File: config.mk
export PLATFORM = sky130hd
export DESIGN_NAME = led_pixel_dimming_table_flat
export DESIGN_NICKNAME = d
export VERILOG_FILES = /design/src/lpdt_pkg.sv /design/src/lpdt_in_if.sv /design/src/lpdt_out_if.sv /design/src/led_pixel_dimming_table.sv /design/src/lpdt_scale.sv /design/src/flat_wrapper.sv
export VERILOG_INCLUDE_DIRS = /design/src /design/src/src
export SDC_FILE = /design/constraint.sdc
export NUM_CORES = 2
export LEC_CHECK = 0
export ABC_CLOCK_PERIOD_IN_PS = 14430
export BUFFER_PORTS_ARGS = -buffer_cell sky130_fd_sc_hd__buf_2
export CAP_MARGIN = 10
export CORE_ASPECT_RATIO = 1.75
export CORE_UTILIZATION = 60
export DETAILED_ROUTE_END_ITERATION = 7
export GPL_TIMING_DRIVEN = 0
export PLACE_DENSITY = 0.77
export SYNTH_ARGS = -nofsm -noshare
export SYNTH_HDL_FRONTEND = slang
export SYNTH_SLANG_ARGS = --single-unit
File: constraint.sdc
create_clock -name clk -period 14.43 [get_ports clk]
set_input_delay 1.443 -clock clk [delete_from_list [all_inputs] [get_ports clk]]
set_output_delay 1.443 -clock clk [all_outputs]
set_load 0.02 [all_outputs]
File: src/assert_macros.svh
// Assertion macros used by the RTL of the pixel dimming table.
// Every macro expects a clock named clk; LPDT_ASSERT also expects an active-low reset named rst_n.
`ifndef ASSERT_MACROS_SVH
`define ASSERT_MACROS_SVH

// Checked on every clock edge outside reset.
`define LPDT_ASSERT(lbl, prop, msg) \
  lbl: assert property (@(posedge clk) disable iff (!rst_n) (prop)) else $error(msg);

// Checked on every clock edge, reset included.
`define LPDT_ASSERT_ALWAYS(lbl, prop, msg) \
  lbl: assert property (@(posedge clk) (prop)) else $error(msg);

`endif

File: src/lpdt_pkg.sv
// Package of the LED pixel dimming table: sizes, action codes, label and default ROMs
// and the status struct of the scaling unit. Depends on nothing.
package lpdt_pkg;

  localparam int PIXEL_COUNT = 96;
  localparam int IDX_W       = $clog2(PIXEL_COUNT + 1);
  localparam int WIDTH_W     = 10;
  localparam int PCT_W       = 7;

  typedef logic [IDX_W-1:0]   pix_idx_t;
  typedef logic [WIDTH_W-1:0] width_t;
  typedef logic [PCT_W-1:0]   pct_t;
  typedef logic [2:0]         action_t;
  typedef logic [4:0]         row_t;

  localparam width_t WIDTH_LIMIT = 10'd1023;
  localparam pct_t   PCT_LIMIT   = 7'd100;

  localparam action_t ACT_LOAD   = 3'd0;
  localparam action_t ACT_CLAMP  = 3'd1;
  localparam action_t ACT_SET    = 3'd2;
  localparam action_t ACT_LABEL  = 3'd3;
  localparam action_t ACT_MASK   = 3'd4;
  localparam action_t ACT_WINDOW = 3'd5;
  localparam action_t ACT_READ   = 3'd6;

  // LED string of each pixel: A=0, B=1, C=2, D=3.
  localparam logic [1:0] LABEL_STRING [PIXEL_COUNT] = '{
    2,3,2,3,2,3,2,3,2,3,2,3,2,3,2,3,
    0,1,2,3,0,1,2,3,0,1,2,0,1,2,0,1,
    0,1,0,1,0,1,0,1,0,1,0,1,0,1,0,1,
    0,1,0,1,0,1,0,1,0,1,0,1,0,1,0,1,
    0,1,0,1,2,0,1,2,0,1,2,3,0,1,2,3,
    2,3,2,3,2,3,2,3,2,3,2,3,2,3,2,3
  };

  // LED row of each pixel, 1 to 26.
  localparam row_t LABEL_ROW [PIXEL_COUNT] = '{
    14,14,15,15,16,16,17,17,18,18,19,19,20,20,21,21,
    22,22,22,22,23,23,23,23,24,24,24,25,25,25,26,26,
    14,14,15,15,16,16,17,17,18,18,19,19,20,20,21,21,
     6, 6, 7, 7, 8, 8, 9, 9,10,10,11,11,12,12,13,13,
     1, 1, 2, 2, 2, 3, 3, 3, 4, 4, 4, 4, 5, 5, 5, 5,
     6, 6, 7, 7, 8, 8, 9, 9,10,10,11,11,12,12,13,13
  };

  localparam width_t DEFAULT_WIDTH [PIXEL_COUNT] = '{
    379, 123, 512, 205, 573, 205, 614, 164, 368, 164, 256,  82, 184,  82, 205,  82,
    276, 276, 153,  82, 256, 256, 153,  82, 246, 246, 174, 286, 297, 143, 307, 307,
    675, 675, 900, 900,1023,1023, 900, 900, 655, 655, 450, 450, 338, 338, 276, 276,
    266, 266, 286, 286, 297, 297, 297, 307, 317, 317, 338, 338, 368, 368, 409, 471,
    225, 225, 225, 235, 123, 235, 235, 123, 256, 256, 143,  41, 256, 256, 143,  41,
    153,  41, 164,  61, 164,  61, 164,  61, 174,  61, 184,  72, 205,  82, 266, 123
  };

  typedef struct packed {
    logic     busy;
    logic     vld;
    pix_idx_t idx;
    width_t   value;
  } lpdt_scale_out_t;

endpackage

File: src/lpdt_in_if.sv
// Command channel of the pixel dimming table: valid, ready and one action item.
// Depends on lpdt_pkg.
interface lpdt_in_if;
  import lpdt_pkg::*;

  logic        valid;
  logic        ready;
  action_t     action;
  logic [7:0]  pixel_index;
  logic [7:0]  string_id;
  logic [7:0]  led_row;
  logic [15:0] new_width;
  logic [7:0]  scale_percent;
  logic [15:0] max_width;
  logic [3:0]  keep_mask;
  logic [7:0]  row_first;
  logic [7:0]  row_last;

  modport source (
    output valid, action, pixel_index, string_id, led_row, new_width,
           scale_percent, max_width, keep_mask, row_first, row_last,
    input  ready
  );
  modport sink (
    input  valid, action, pixel_index, string_id, led_row, new_width,
           scale_percent, max_width, keep_mask, row_first, row_last,
    output ready
  );
endinterface

File: src/lpdt_out_if.sv
// Result channel of the pixel dimming table: valid, ready and one result item.
// Depends on lpdt_pkg.
interface lpdt_out_if;
  import lpdt_pkg::*;

  logic   valid;
  logic   ready;
  logic   found;
  width_t read_width;
  logic   done_res;

  modport source (output valid, found, read_width, done_res, input ready);
  modport sink   (input valid, found, read_width, done_res, output ready);
endinterface

File: src/led_pixel_dimming_table.sv
// LED pixel dimming table: 96 ten-bit dimming widths for a matrix headlamp.
//
// Commands arrive as items on in_ch (valid/ready); each gives exactly one result item
// on out_ch (found, read_width, done_res = 1). An item is taken only while the block
// is idle, so commands are processed one at a time.
// Path from acceptance to the result being presented:
//   set pixel, read, unused code : the ST_SINGLE step, then ST_FINISH
//   string mask, dark window     : a sweep of all entries (one store entry per cycle)
//   set by label                 : a sweep that stops early when the label matches
//   clamp                        : a sweep that reads, compares, writes back, pipelined
//   load scaled                  : a sweep through a two-stage multiply by a reciprocal
// The single write port of the width store, one entry a cycle, paces every sweep.
// The next item is taken at the earliest in the cycle after the result is loaded.
// The result sits in an output register; if the receiver stalls, it is held there and
// the next command may be accepted, but that command's result waits until the register
// is free. After reset all 96 store entries are swept to zero, during which in_ch
// ready stays low; results are never lost.
// Depends on lpdt_pkg, lpdt_in_if, lpdt_out_if, lpdt_scale and assert_macros.svh.
module led_pixel_dimming_table (
  input logic       clk,
  input logic       rst_n,
  lpdt_in_if.sink   in_ch,
  lpdt_out_if.source out_ch
);
  import lpdt_pkg::*;

  localparam logic [2:0] ST_CLEAR  = 3'd0;
  localparam logic [2:0] ST_IDLE   = 3'd1;
  localparam logic [2:0] ST_SWEEP  = 3'd2;
  localparam logic [2:0] ST_SINGLE = 3'd3;
  localparam logic [2:0] ST_FINISH = 3'd4;

  localparam pix_idx_t LAST_IDX = IDX_W'(PIXEL_COUNT - 1);
  localparam pix_idx_t END_IDX  = IDX_W'(PIXEL_COUNT);

  logic [2:0] state_r, state_nxt;
  pix_idx_t   idx_r;
  logic       found_r;

  action_t    action_r;
  logic [7:0] pix_r;
  logic [7:0] str_r;
  logic [7:0] row_r;
  width_t     wnew_r;
  pct_t       pct_r;
  width_t     wmax_r;
  logic [3:0] keep_r;
  logic [7:0] first_r;
  logic [7:0] last_r;

  logic       s1_vld_r;
  pix_idx_t   s1_idx_r;
  width_t     rd_q_r;

  logic       out_vld_r;
  logic       out_found_r;
  width_t     out_rd_r;

  width_t     store_mem [PIXEL_COUNT];

  logic       accept;
  logic       issue;
  logic       pix_ok;
  logic       label_hit;
  logic       mask_hit;
  logic       window_hit;
  logic       sweep_done;
  logic       clamp_wr;
  logic       out_load;
  logic       we;
  pix_idx_t   wa;
  width_t     wd;
  logic       ren;
  pix_idx_t   ra;
  lpdt_scale_out_t sc_status;

  assign accept  = in_ch.valid && in_ch.ready;
  assign in_ch.ready = (state_r == ST_IDLE);

  assign issue  = (state_r == ST_SWEEP) && (idx_r < END_IDX);
  assign pix_ok = pix_r < 8'(PIXEL_COUNT);

  // Label, mask and window decisions come from the label ROMs and the command, so they need no store read.
  assign label_hit  = issue && (action_r == ACT_LABEL)
                      && (str_r == {6'd0, LABEL_STRING[idx_r]})
                      && (row_r == {3'd0, LABEL_ROW[idx_r]});
  assign mask_hit   = issue && (action_r == ACT_MASK) && !keep_r[LABEL_STRING[idx_r]];
  assign window_hit = issue && (action_r == ACT_WINDOW) && (first_r <= last_r)
                      && ({3'd0, LABEL_ROW[idx_r]} >= first_r)
                      && ({3'd0, LABEL_ROW[idx_r]} <= last_r);
  assign clamp_wr   = s1_vld_r && (rd_q_r > wmax_r);

  assign sweep_done = (idx_r == END_IDX) && !s1_vld_r && !sc_status.busy;
  assign out_load   = (state_r == ST_FINISH) && (!out_vld_r || out_ch.ready);

  lpdt_scale u_scale (
    .clk    (clk),
    .rst_n  (rst_n),
    .in_vld (issue && (action_r == ACT_LOAD)),
    .in_idx (idx_r),
    .pct    (pct_r),
    .status (sc_status)
  );

  // One write port: only one source can be active for a given action.
  always_comb begin
    we = 1'b0;
    wa = idx_r;
    wd = '0;
    case (state_r)
      ST_CLEAR: begin
        we = 1'b1;
      end
      ST_SWEEP: begin
        if (label_hit) begin
          we = 1'b1;
          wd = wnew_r;
        end else if (mask_hit || window_hit) begin
          we = 1'b1;
        end else if (clamp_wr) begin
          we = 1'b1;
          wa = s1_idx_r;
          wd = wmax_r;
        end else if (sc_status.vld) begin
          we = 1'b1;
          wa = sc_status.idx;
          wd = sc_status.value;
        end
      end
      ST_SINGLE: begin
        if ((action_r == ACT_SET) && pix_ok) begin
          we = 1'b1;
          wa = pix_r[IDX_W-1:0];
          wd = wnew_r;
        end
      end
      default: begin
        we = 1'b0;
      end
    endcase
  end

  always_comb begin
    ren = 1'b0;
    ra  = idx_r;
    if (issue && (action_r == ACT_CLAMP)) begin
      ren = 1'b1;
    end else if ((state_r == ST_SINGLE) && (action_r == ACT_READ) && pix_ok) begin
      ren = 1'b1;
      ra  = pix_r[IDX_W-1:0];
    end
  end

  always_ff @(posedge clk) begin
    if (we) begin
      store_mem[wa] <= wd;
    end
    if (ren) begin
      rd_q_r <= store_mem[ra];
    end
  end

  always_comb begin
    state_nxt = state_r;
    case (state_r)
      ST_CLEAR: begin
        if (idx_r == LAST_IDX) begin
          state_nxt = ST_IDLE;
        end
      end
      ST_IDLE: begin
        if (accept) begin
          if (in_ch.action inside {ACT_LOAD, ACT_CLAMP, ACT_LABEL, ACT_MASK, ACT_WINDOW}) begin
            state_nxt = ST_SWEEP;
          end else begin
            state_nxt = ST_SINGLE;
          end
        end
      end
      ST_SWEEP: begin
        if (sweep_done) begin
          state_nxt = ST_FINISH;
        end
      end
      ST_SINGLE: begin
        state_nxt = ST_FINISH;
      end
      ST_FINISH: begin
        if (out_load) begin
          state_nxt = ST_IDLE;
        end
      end
      default: begin
        state_nxt = ST_IDLE;
      end
    endcase
  end

  always_ff @(posedge clk) begin
    if (!rst_n) begin
      state_r   <= ST_CLEAR;
      idx_r     <= '0;
      found_r   <= 1'b0;
      s1_vld_r  <= 1'b0;
      out_vld_r <= 1'b0;
    end else begin
      state_r  <= state_nxt;
      s1_vld_r <= issue && (action_r == ACT_CLAMP);
      if (state_r == ST_CLEAR) begin
        idx_r <= idx_r + 1'b1;
      end else if (accept) begin
        idx_r   <= '0;
        found_r <= 1'b0;
      end else if (label_hit) begin
        idx_r   <= END_IDX;
        found_r <= 1'b1;
      end else if (issue) begin
        idx_r <= idx_r + 1'b1;
      end
      if (out_load) begin
        out_vld_r <= 1'b1;
      end else if (out_ch.ready) begin
        out_vld_r <= 1'b0;
      end
    end
  end

  always_ff @(posedge clk) begin
    s1_idx_r <= idx_r;
    if (accept) begin
      action_r <= in_ch.action;
      pix_r    <= in_ch.pixel_index;
      str_r    <= in_ch.string_id;
      row_r    <= in_ch.led_row;
      wnew_r   <= (in_ch.new_width > {6'd0, WIDTH_LIMIT}) ? WIDTH_LIMIT
                                                         : in_ch.new_width[WIDTH_W-1:0];
      pct_r    <= (in_ch.scale_percent > {1'b0, PCT_LIMIT}) ? PCT_LIMIT
                                                            : in_ch.scale_percent[PCT_W-1:0];
      wmax_r   <= (in_ch.max_width > {6'd0, WIDTH_LIMIT}) ? WIDTH_LIMIT
                                                         : in_ch.max_width[WIDTH_W-1:0];
      keep_r   <= in_ch.keep_mask;
      first_r  <= in_ch.row_first;
      last_r   <= in_ch.row_last;
    end
    if (out_load) begin
      out_found_r <= found_r;
      out_rd_r    <= ((action_r == ACT_READ) && pix_ok) ? rd_q_r : '0;
    end
  end

  assign out_ch.valid      = out_vld_r;
  assign out_ch.found      = out_found_r;
  assign out_ch.read_width = out_rd_r;
  assign out_ch.done_res   = 1'b1;

  `include "assert_macros.svh"

  `LPDT_ASSERT(a_wr_in_range, we |-> (wa < END_IDX), "store write beyond last pixel")
  `LPDT_ASSERT(a_one_writer, !(clamp_wr && sc_status.vld), "two writers on the store port")
  `LPDT_ASSERT(a_found_label, ((state_r == ST_FINISH) && found_r) |-> (action_r == ACT_LABEL),
               "found flag raised outside a set by label")
  `LPDT_ASSERT(a_sweep_drained,
               ((state_r == ST_SWEEP) && (state_nxt == ST_FINISH)) |->
               (!s1_vld_r && !sc_status.busy), "sweep left with writes in flight")
  `LPDT_ASSERT(a_no_drop, (out_vld_r && !out_ch.ready) |=> (out_vld_r && $stable(out_rd_r)),
               "stalled result changed")

endmodule

File: src/lpdt_scale.sv
// Two-stage scaling pipe: default width of a pixel times a percent, divided by 100.
// Depends on lpdt_pkg.
module lpdt_scale (
  input  logic                      clk,
  input  logic                      rst_n,
  input  logic                      in_vld,
  input  lpdt_pkg::pix_idx_t        in_idx,
  input  lpdt_pkg::pct_t            pct,
  output lpdt_pkg::lpdt_scale_out_t status
);
  import lpdt_pkg::*;

  // x / 100 equals (x * 41944) >> 22 for every product of a default width and a
  // percent of at most 100; the rounding error only bites for products that never occur.
  localparam logic [15:0] RECIP       = 16'd41944;
  localparam int          RECIP_SHIFT = 22;
  localparam int          PROD_W      = WIDTH_W + PCT_W;
  localparam int          FULL_W      = PROD_W + 16;

  logic              s1_vld_r;
  pix_idx_t          s1_idx_r;
  logic [PROD_W-1:0] prod_r;
  logic              s2_vld_r;
  pix_idx_t          s2_idx_r;
  width_t            value_r;
  logic [PROD_W-1:0] prod_nxt;
  logic [FULL_W-1:0] full_prod;

  assign prod_nxt  = {{PCT_W{1'b0}}, DEFAULT_WIDTH[in_idx]} * {{WIDTH_W{1'b0}}, pct};
  assign full_prod = {16'd0, prod_r} * {{PROD_W{1'b0}}, RECIP};

  always_ff @(posedge clk) begin
    if (!rst_n) begin
      s1_vld_r <= 1'b0;
      s2_vld_r <= 1'b0;
    end else begin
      s1_vld_r <= in_vld;
      s2_vld_r <= s1_vld_r;
    end
    prod_r   <= prod_nxt;
    s1_idx_r <= in_idx;
    s2_idx_r <= s1_idx_r;
    value_r  <= full_prod[RECIP_SHIFT +: WIDTH_W];
  end

  assign status.busy  = s1_vld_r | s2_vld_r;
  assign status.vld   = s2_vld_r;
  assign status.idx   = s2_idx_r;
  assign status.value = value_r;

endmodule
File: src/flat_wrapper.sv
// flat-port wrapper written by rule: the top's interface ports become plain ports
module led_pixel_dimming_table_flat import lpdt_pkg::*;
  (clk, rst_n, in_ch_valid, in_ch_action, in_ch_pixel_index, in_ch_string_id, in_ch_led_row, in_ch_new_width, in_ch_scale_percent, in_ch_max_width, in_ch_keep_mask, in_ch_row_first, in_ch_row_last, in_ch_ready, out_ch_valid, out_ch_found, out_ch_read_width, out_ch_done_res, out_ch_ready);
  lpdt_in_if in_ch_i ();
  lpdt_out_if out_ch_i ();
  input logic clk;
  input logic rst_n;
  input wire logic [$bits(in_ch_i.valid)-1:0] in_ch_valid;
  input wire logic [$bits(in_ch_i.action)-1:0] in_ch_action;
  input wire logic [$bits(in_ch_i.pixel_index)-1:0] in_ch_pixel_index;
  input wire logic [$bits(in_ch_i.string_id)-1:0] in_ch_string_id;
  input wire logic [$bits(in_ch_i.led_row)-1:0] in_ch_led_row;
  input wire logic [$bits(in_ch_i.new_width)-1:0] in_ch_new_width;
  input wire logic [$bits(in_ch_i.scale_percent)-1:0] in_ch_scale_percent;
  input wire logic [$bits(in_ch_i.max_width)-1:0] in_ch_max_width;
  input wire logic [$bits(in_ch_i.keep_mask)-1:0] in_ch_keep_mask;
  input wire logic [$bits(in_ch_i.row_first)-1:0] in_ch_row_first;
  input wire logic [$bits(in_ch_i.row_last)-1:0] in_ch_row_last;
  output wire logic [$bits(in_ch_i.ready)-1:0] in_ch_ready;
  output wire logic [$bits(out_ch_i.valid)-1:0] out_ch_valid;
  output wire logic [$bits(out_ch_i.found)-1:0] out_ch_found;
  output wire logic [$bits(out_ch_i.read_width)-1:0] out_ch_read_width;
  output wire logic [$bits(out_ch_i.done_res)-1:0] out_ch_done_res;
  input wire logic [$bits(out_ch_i.ready)-1:0] out_ch_ready;
  assign in_ch_i.valid = in_ch_valid;
  assign in_ch_i.action = in_ch_action;
  assign in_ch_i.pixel_index = in_ch_pixel_index;
  assign in_ch_i.string_id = in_ch_string_id;
  assign in_ch_i.led_row = in_ch_led_row;
  assign in_ch_i.new_width = in_ch_new_width;
  assign in_ch_i.scale_percent = in_ch_scale_percent;
  assign in_ch_i.max_width = in_ch_max_width;
  assign in_ch_i.keep_mask = in_ch_keep_mask;
  assign in_ch_i.row_first = in_ch_row_first;
  assign in_ch_i.row_last = in_ch_row_last;
  assign in_ch_ready = in_ch_i.ready;
  assign out_ch_valid = out_ch_i.valid;
  assign out_ch_found = out_ch_i.found;
  assign out_ch_read_width = out_ch_i.read_width;
  assign out_ch_done_res = out_ch_i.done_res;
  assign out_ch_i.ready = out_ch_ready;
  led_pixel_dimming_table u_core (.clk(clk), .rst_n(rst_n), .in_ch(in_ch_i), .out_ch(out_ch_i));
endmodule
**Yosys cells after proc, flatten, opt, wreduce, memory -nomap -nowiden**

Memory sizes are Yosys's and may differ from the RTL's. A register that Yosys moved wholly into a read port is not among the register bits.
Cells that the tools add are included.

- Add/sub/neg operators: 1
- Multiply operators: 2
- Magnitude comparators: 11
- Equality and inequality tests: 22
- Multiplexer cells: 46
- Bitwise operators: 3
- Reduce and logical (&&, ||, !) cells: 36

Operators with widths:

| kind | count |
|---|---|
| 2-to-1 mux 7 bit | 11 |
| 2-to-1 mux 10 bit | 7 |
| greater-than comparator 16 x 10 -> 1 bit, second input constant | 2 |
| multiplier 17 x 13 -> 29 bit, second input constant | 1 |
| logical AND 1 bit | 21 |
| one-hot mux 10 bit (2 select lines) | 1 |
| equality test 3 bit, second input constant | 6 |
| multiplier 10 x 7 -> 17 bit | 1 |
| equality test 3 x 2 -> 1 bit, second input constant | 5 |
| 2-to-1 mux 1 bit | 15 |
| one-hot mux 3 bit (5 select lines) | 1 |
| equality test 7 bit, second input constant | 2 |
| one-hot mux 7 bit (2 select lines) | 1 |
| 2-to-1 mux 3 bit | 4 |
| greater-than comparator 10 bit | 1 |
| 2-to-1 mux 5 bit | 2 |
| equality test 3 x 1 -> 1 bit, second input constant | 3 |
| zero test 3 bit | 3 |
| equality test 8 x 2 -> 1 bit | 1 |
| equality test 8 x 5 -> 1 bit | 1 |
| greater-or-equal comparator 5 x 8 -> 1 bit | 1 |
| greater-or-equal comparator 8 bit, second input constant | 1 |
| greater-than comparator 8 x 7 -> 1 bit, second input constant | 1 |
| <= comparator 5 x 8 -> 1 bit | 1 |
| other kinds (20) | 28 |

- Register bits after elaboration: 141
- Memory bits (writable): 960
- ROM bits: 2,176
- Bits of input ports: 91
- Output and inout bits: 14
- Word-level logic and storage cells: 148
- Memories kept: 4

Memories:

| name | words | bits a word | read ports | clocked after Yosys merged registers in | write ports | RTL line | RTL |
|---|---|---|---|---|---|---|---|
| (name not given) | 128 | 10 | 1 | 0 | 0 | lpdt_scale.sv:29 | `assign prod_nxt = {{PCT_W{1'b0}}, DEFAULT_WIDTH[in_idx]} * {{WIDTH_W{1'b0}}, pct};` |
| u_core.store_mem | 96 | 10 | 1 | 1 | 1 | led_pixel_dimming_table.sv:59 | `width_t store_mem [PIXEL_COUNT];` |
| (name not given) | 128 | 5 | 1 | 0 | 0 | led_pixel_dimming_table.sv:90 | `&& ({3'd0, LABEL_ROW[idx_r]} <= last_r);` |
| (name not given) | 128 | 2 | 1 | 0 | 0 | led_pixel_dimming_table.sv:85 | `&& (str_r == {6'd0, LABEL_STRING[idx_r]})` |

**Longest topological paths before layout**

- Depth after elaboration: 14
- Gate-level depth with buffers: 28
- Mapped depth without buffers: 26

**Modules after synthesis**

Synthesis repeated with hierarchy kept, for this count alone.

- Cell total of the unflattened synthesis: 4,345
- Area, all modules: 53,115.9 sq um

Modules (own cells, without submodules):

| module | times used | cells each | area an instance (sq um) | seq. area each (sq um) |
|---|---|---|---|---|
| led_pixel_dimming_table | 1 | 3,422 | 44,735.4 | 32,080.8 |
| lpdt_scale | 1 | 923 | 8,380.5 | 860.8 |

**Worst setup path after synthesis**

No wires, ideal clock.

- Path type: flip-flop to flip-flop
- Start point: register u_core.idx_r[1]
- End point: register u_core.u_scale.prod_r[16]
- Setup time: 0.132 ns
- Arrival: 6.059 ns
- Data required time: 14.298 ns
- Setup slack: 8.239 ns
- Stages on the path, launching flop included: 25
- Path buffers: 0
- Clock period less this slack: 6.191 ns
- Cell sequence: dfxtp_1 > clkinv_1 > ha_1 > nand2b_1 > a21oi_1 > a311oi_1 > a31oi_1 > a21oi_1 > nand2b_1 > fa_1 > fa_1 > inv_1 > fa_1 > inv_1 > fa_1 > inv_1 > ha_1 > inv_1 > o21bai_1 > a21oi_1 > o21bai_1 > a211oi_1 > o21ai_0 > a2111oi_0 > nor3b_1

- Cells in the longest elaborated chain, start to end: 5

Ends and longest elaborated chain:

| what | RTL line | RTL |
|---|---|---|
| start, declared | led_pixel_dimming_table.sv:37 | `pix_idx_t idx_r;` |
| start signal, assigned | led_pixel_dimming_table.sv:210 | `idx_r <= idx_r + 1'b1;` |
| start signal, assigned | led_pixel_dimming_table.sv:218 | `idx_r <= idx_r + 1'b1;` |
| inverter 7 -> 8 bit (implied by the code) | lpdt_scale.sv:29 |  |
| memory read (128 x 10 bit) | -- |  |
| 2-to-1 mux 10 bit (implied by the code) (2 in series) | lpdt_scale.sv:29 |  |
| multiplier 10 x 7 -> 17 bit | lpdt_scale.sv:29 |  |
| via u_core.u_scale.prod_nxt[16] | lpdt_scale.sv:26 | `logic [PROD_W-1:0] prod_nxt;` |
| end signal, assigned | lpdt_scale.sv:40 | `prod_r <= prod_nxt;` |
| end, declared | lpdt_scale.sv:22 | `logic [PROD_W-1:0] prod_r;` |

The timed path passes the listed nets, and every way through them passes these cells. The select of a mux whose other input is x is not followed.
A chain may end at the register's enable or synchronous reset.

**Worst setup path after layout**

Ends and elaborated chain as after synthesis.

==> impl_metrics.yaml <==
global_route:
  grt_pass1_wl_microns: 213000
  grt_overflow: 0
  antenna_found_initial: 2
  grt_max_degree: 97
  gr-usage-all-layers: 0.347
  grt_pass1_vias: 32100
cts:
  numCtsBuffers: 96
  cts_tree: "done"
  root_buffer: "clkbuf_16"
  cts_sinks: 1111
  hold_buffers: 0
  clock_tree.htree_level_count: 3
  max-clock-path-buffers: 3
  cts_resized: 0
  clk_pin_slew_ns: 0.07
  cts_setup_buffers: 0
  clk_latency_ns: 0.71
floorplan:
  coreArea_sq_um: 84700
  fp.dieH_microns: 389
  rows: 141
  die_area_sq_um: 86900
  fp.dieW_microns: 223
  ioPinCount: 105
  initial_core_util: 0.607
logic_synthesis:
  yosys_warnings: 0
  synth-edff-count: 1055
  syn_nets: 3629
  synth_area_leaders: "edfxtp_1 (62%), mux4_2 (11%), fa_1 (4.6%)"
  synth_top_cell_area_share: 0.616
  yosys.cell_types.count: 87
  yosysSeqAreaShare: 0.638
  netlist_area_sq_um: 51400
  synth_top_cell_by_area: "edfxtp_1"
  synthCells: 3229
  syn_avg_cell_area_sq_um: 15.9
  ys_ff_latch: 1111
  ys.flop_type: "edfxtp_1"
  async_reset_ff_frac: 0
power:
  leakage_nw: 18.1
  vdd_drop_max_uv: 598
  p_per_area_nw_per_um2: 214
timing:
  finalSetupTns_ns: 0
  final.period_utilization: 0.563
  skew_ns: 0.0257
  setup_viol: 0
  worst_pin_slew_ns: 1.38
  post-route-min-period_ns: 8.12
  fmax_mhz: 123
  rsz0062_at_grt: "false"
  relSlewSlack: 0.0775
  hold_viol_final: 0
  maxSlewViolCount: 0
  setup_ws_ns: 6.31
worst_setup_path:
  cp.arrival_ns: 8.69
  rrSetupSlack_ns: 6.31
  cp_cell_sequence: "clkinv_1 -> ha_1 -> nor2_1 -> nor3_1 -> a311oi_1 -> a21oi_1 -> nor2_1 -> o31ai_1 -> inv_1 -> and2_1 -> fa_1 -> fa_1 -> fa_1 -> inv_1 -> fa_1 -> inv_1 -> ha_1 -> a21oi_1 -> o21bai_1 -> a211oi_1 -> o21ai_0 -> a2111oi_0 -> nor3b_1"
  cp_common_cell: "fa_1"
  r2r_cells: 23
  crit_path_top_delay_cell: "o31ai_1"
  start_kind: "register"
  end_kind: "register"
  crit_path_max_fanout: 15
  required_ns: 15.01
  worst-setup-path-type: "register to register"
  max_stage_delay_ns: 0.72
min_path:
  hp-class: "register to register"
  hold_depth: 0
placed_design:
  dp_hpwl_microns: 102000
  place_ws_ns: 6.47
  io_buffers: 102
  gp_congestion: 1.02
drt:
  dr.pass1.iters: 6
  vias: 31000
  drc: 0
  routed_via_density: 6.72
  ant_nets: 0
  post_drt_wl_per_cell_microns: 31.9
  wirelength_microns: 147000
  drt-initial-drc-count: 3678
cells_and_area:
  area_delta_synth_final_pct: 11.0
  layout_common_cells: "edfxtp_1 (1055), mux4_2 (240), nand2_1 (238), inv_1 (228), ha_1 (190)"
  nNetsFinal: 3859
  drive_gt1_frac: 0.189
  final_common_cell: "edfxtp_1"
  antennaDiodeCount: 0
status:
  outcome: "completed"
run:
  maxCapViolCount: 0
-- layer usage --
metal / global-route usage / part of all wire / wire, microns
met1: 0.381 / 0.32 / 46500
met2: 0.604 / 0.52 / 75800
met3: 0.0670 / 0.085 / 12500
met4: 0.246 / 0.083 / 12200
met5: 0 / 0.00010 / 15
-- cell usage after synthesis (all sizes together) (9+ instances only) --
cell type / instances
a211oi: 28
a21o: 12
a21oi: 75
a22o: 11
a31oi: 20
and2: 47
and3: 22
buf: 79
clkbuf: 62
dfxtp: 56
edfxtp: 1055
fa: 119
ha: 190
inv: 230
mux2i: 54
mux4: 240
nand2: 238
nand2b: 24
nand3: 97
nand4: 24
nor2: 163
nor2b: 25
nor3: 53
nor3b: 9
nor4: 17
o211ai: 10
o21ai: 67
o22ai: 27
or2: 29
xnor2: 20
xor2: 9
-- registers in the layout, indices dropped and copies added, names as in the netlist, 4 cells and up --
signal and count:
u_core.store_mem 960, u_core.u_scale.prod_r 17, u_core.out_ch.read_width 10, u_core.rd_q_r 10, u_core.u_scale.value_r 10, u_core.wmax_r 10
u_core.wnew_r 10, u_core.first_r 8, u_core.last_r 8, u_core.pix_r 8, u_core.row_r 8, u_core.str_r 8
u_core.idx_r 7, u_core.pct_r 7, u_core.s1_idx_r 7, u_core.u_scale.s2_idx_r 7, u_core.keep_r 4
-- cell type report --
class,count,area (sq um)
Buffer,141,652
Clock buffer,111,2480
Clock inverter,64,719
Fill cell,5596,27600
Inverter,232,873
Multi-Input combinational cell,1745,17300
Sequential cell,1111,32800
Tap cell,1072,1340
Timing Repair Buffer,132,915
-- worst paths after layout --
path	to	startpoint
max	u_core.u_scale.prod_r[16]$_DFF_P_	u_core.idx_r[1]$_SDFFE_PN0P_
min	u_core.u_scale.s2_idx_r[3]$_DFF_P_	u_core.s1_idx_r[3]$_DFF_P_
max reg2reg	u_core.u_scale.prod_r[16]$_DFF_P_	u_core.idx_r[1]$_SDFFE_PN0P_
min reg2reg	u_core.u_scale.s2_idx_r[3]$_DFF_P_	u_core.s1_idx_r[3]$_DFF_P_
-- critical path: cells and delay by family (launching register included) --
family	cells	cell delay, ns
DFF	1	0.70
AOI/OAI and AO/OA	8	2.32
and+or+nand+nor	5	0.74
buffers and inverters	4	1.07
adders and majority gates	6	3.15
-- per-stage QoR --
stage               hold slack (ns)  cells  utilization  power, mW  instance area (sq um)
finish                        0.367   4608        0.674       12.2                  57000
global route                  0.362   4608        0.674       13.2                  57000
CTS                           0.364   4608        0.673       12.3                  57000
detailed placement            0.343   4433        0.636       9.65                  53800
global placement              0.335   4403        0.629       9.37                  53200
floorplan                     0.326   3229            -       7.83                  51400
-- logic make-up (layout without fill, tap and decap cells) --
| kind of cell | count (synthesis) | after routing | synth area share |
|---|---|---|---|
| muxes | 300 | 300 | 0.117 |
| AOI/OAI and AO/OA | 333 | 333 | 0.0441 |
| other | 1 | 1 | 0.0000730 |
| and+or+nand+nor | 773 | 773 | 0.0733 |
| DFF | 1111 | 1111 | 0.638 |
| buffers and inverters | 373 | 680 | 0.0296 |
| adders and majority gates | 309 | 309 | 0.0926 |
| xor gates and xnor gates | 29 | 29 | 0.00494 |
-- where the power goes --
group,leakage (nW),switching [mW],internal (mW)
sequential,8.12,0.0741,3.58
clock,1.57,1.20,1.48
combinational,8.45,3.44,2.45
(Power assumes the default switching activity.)
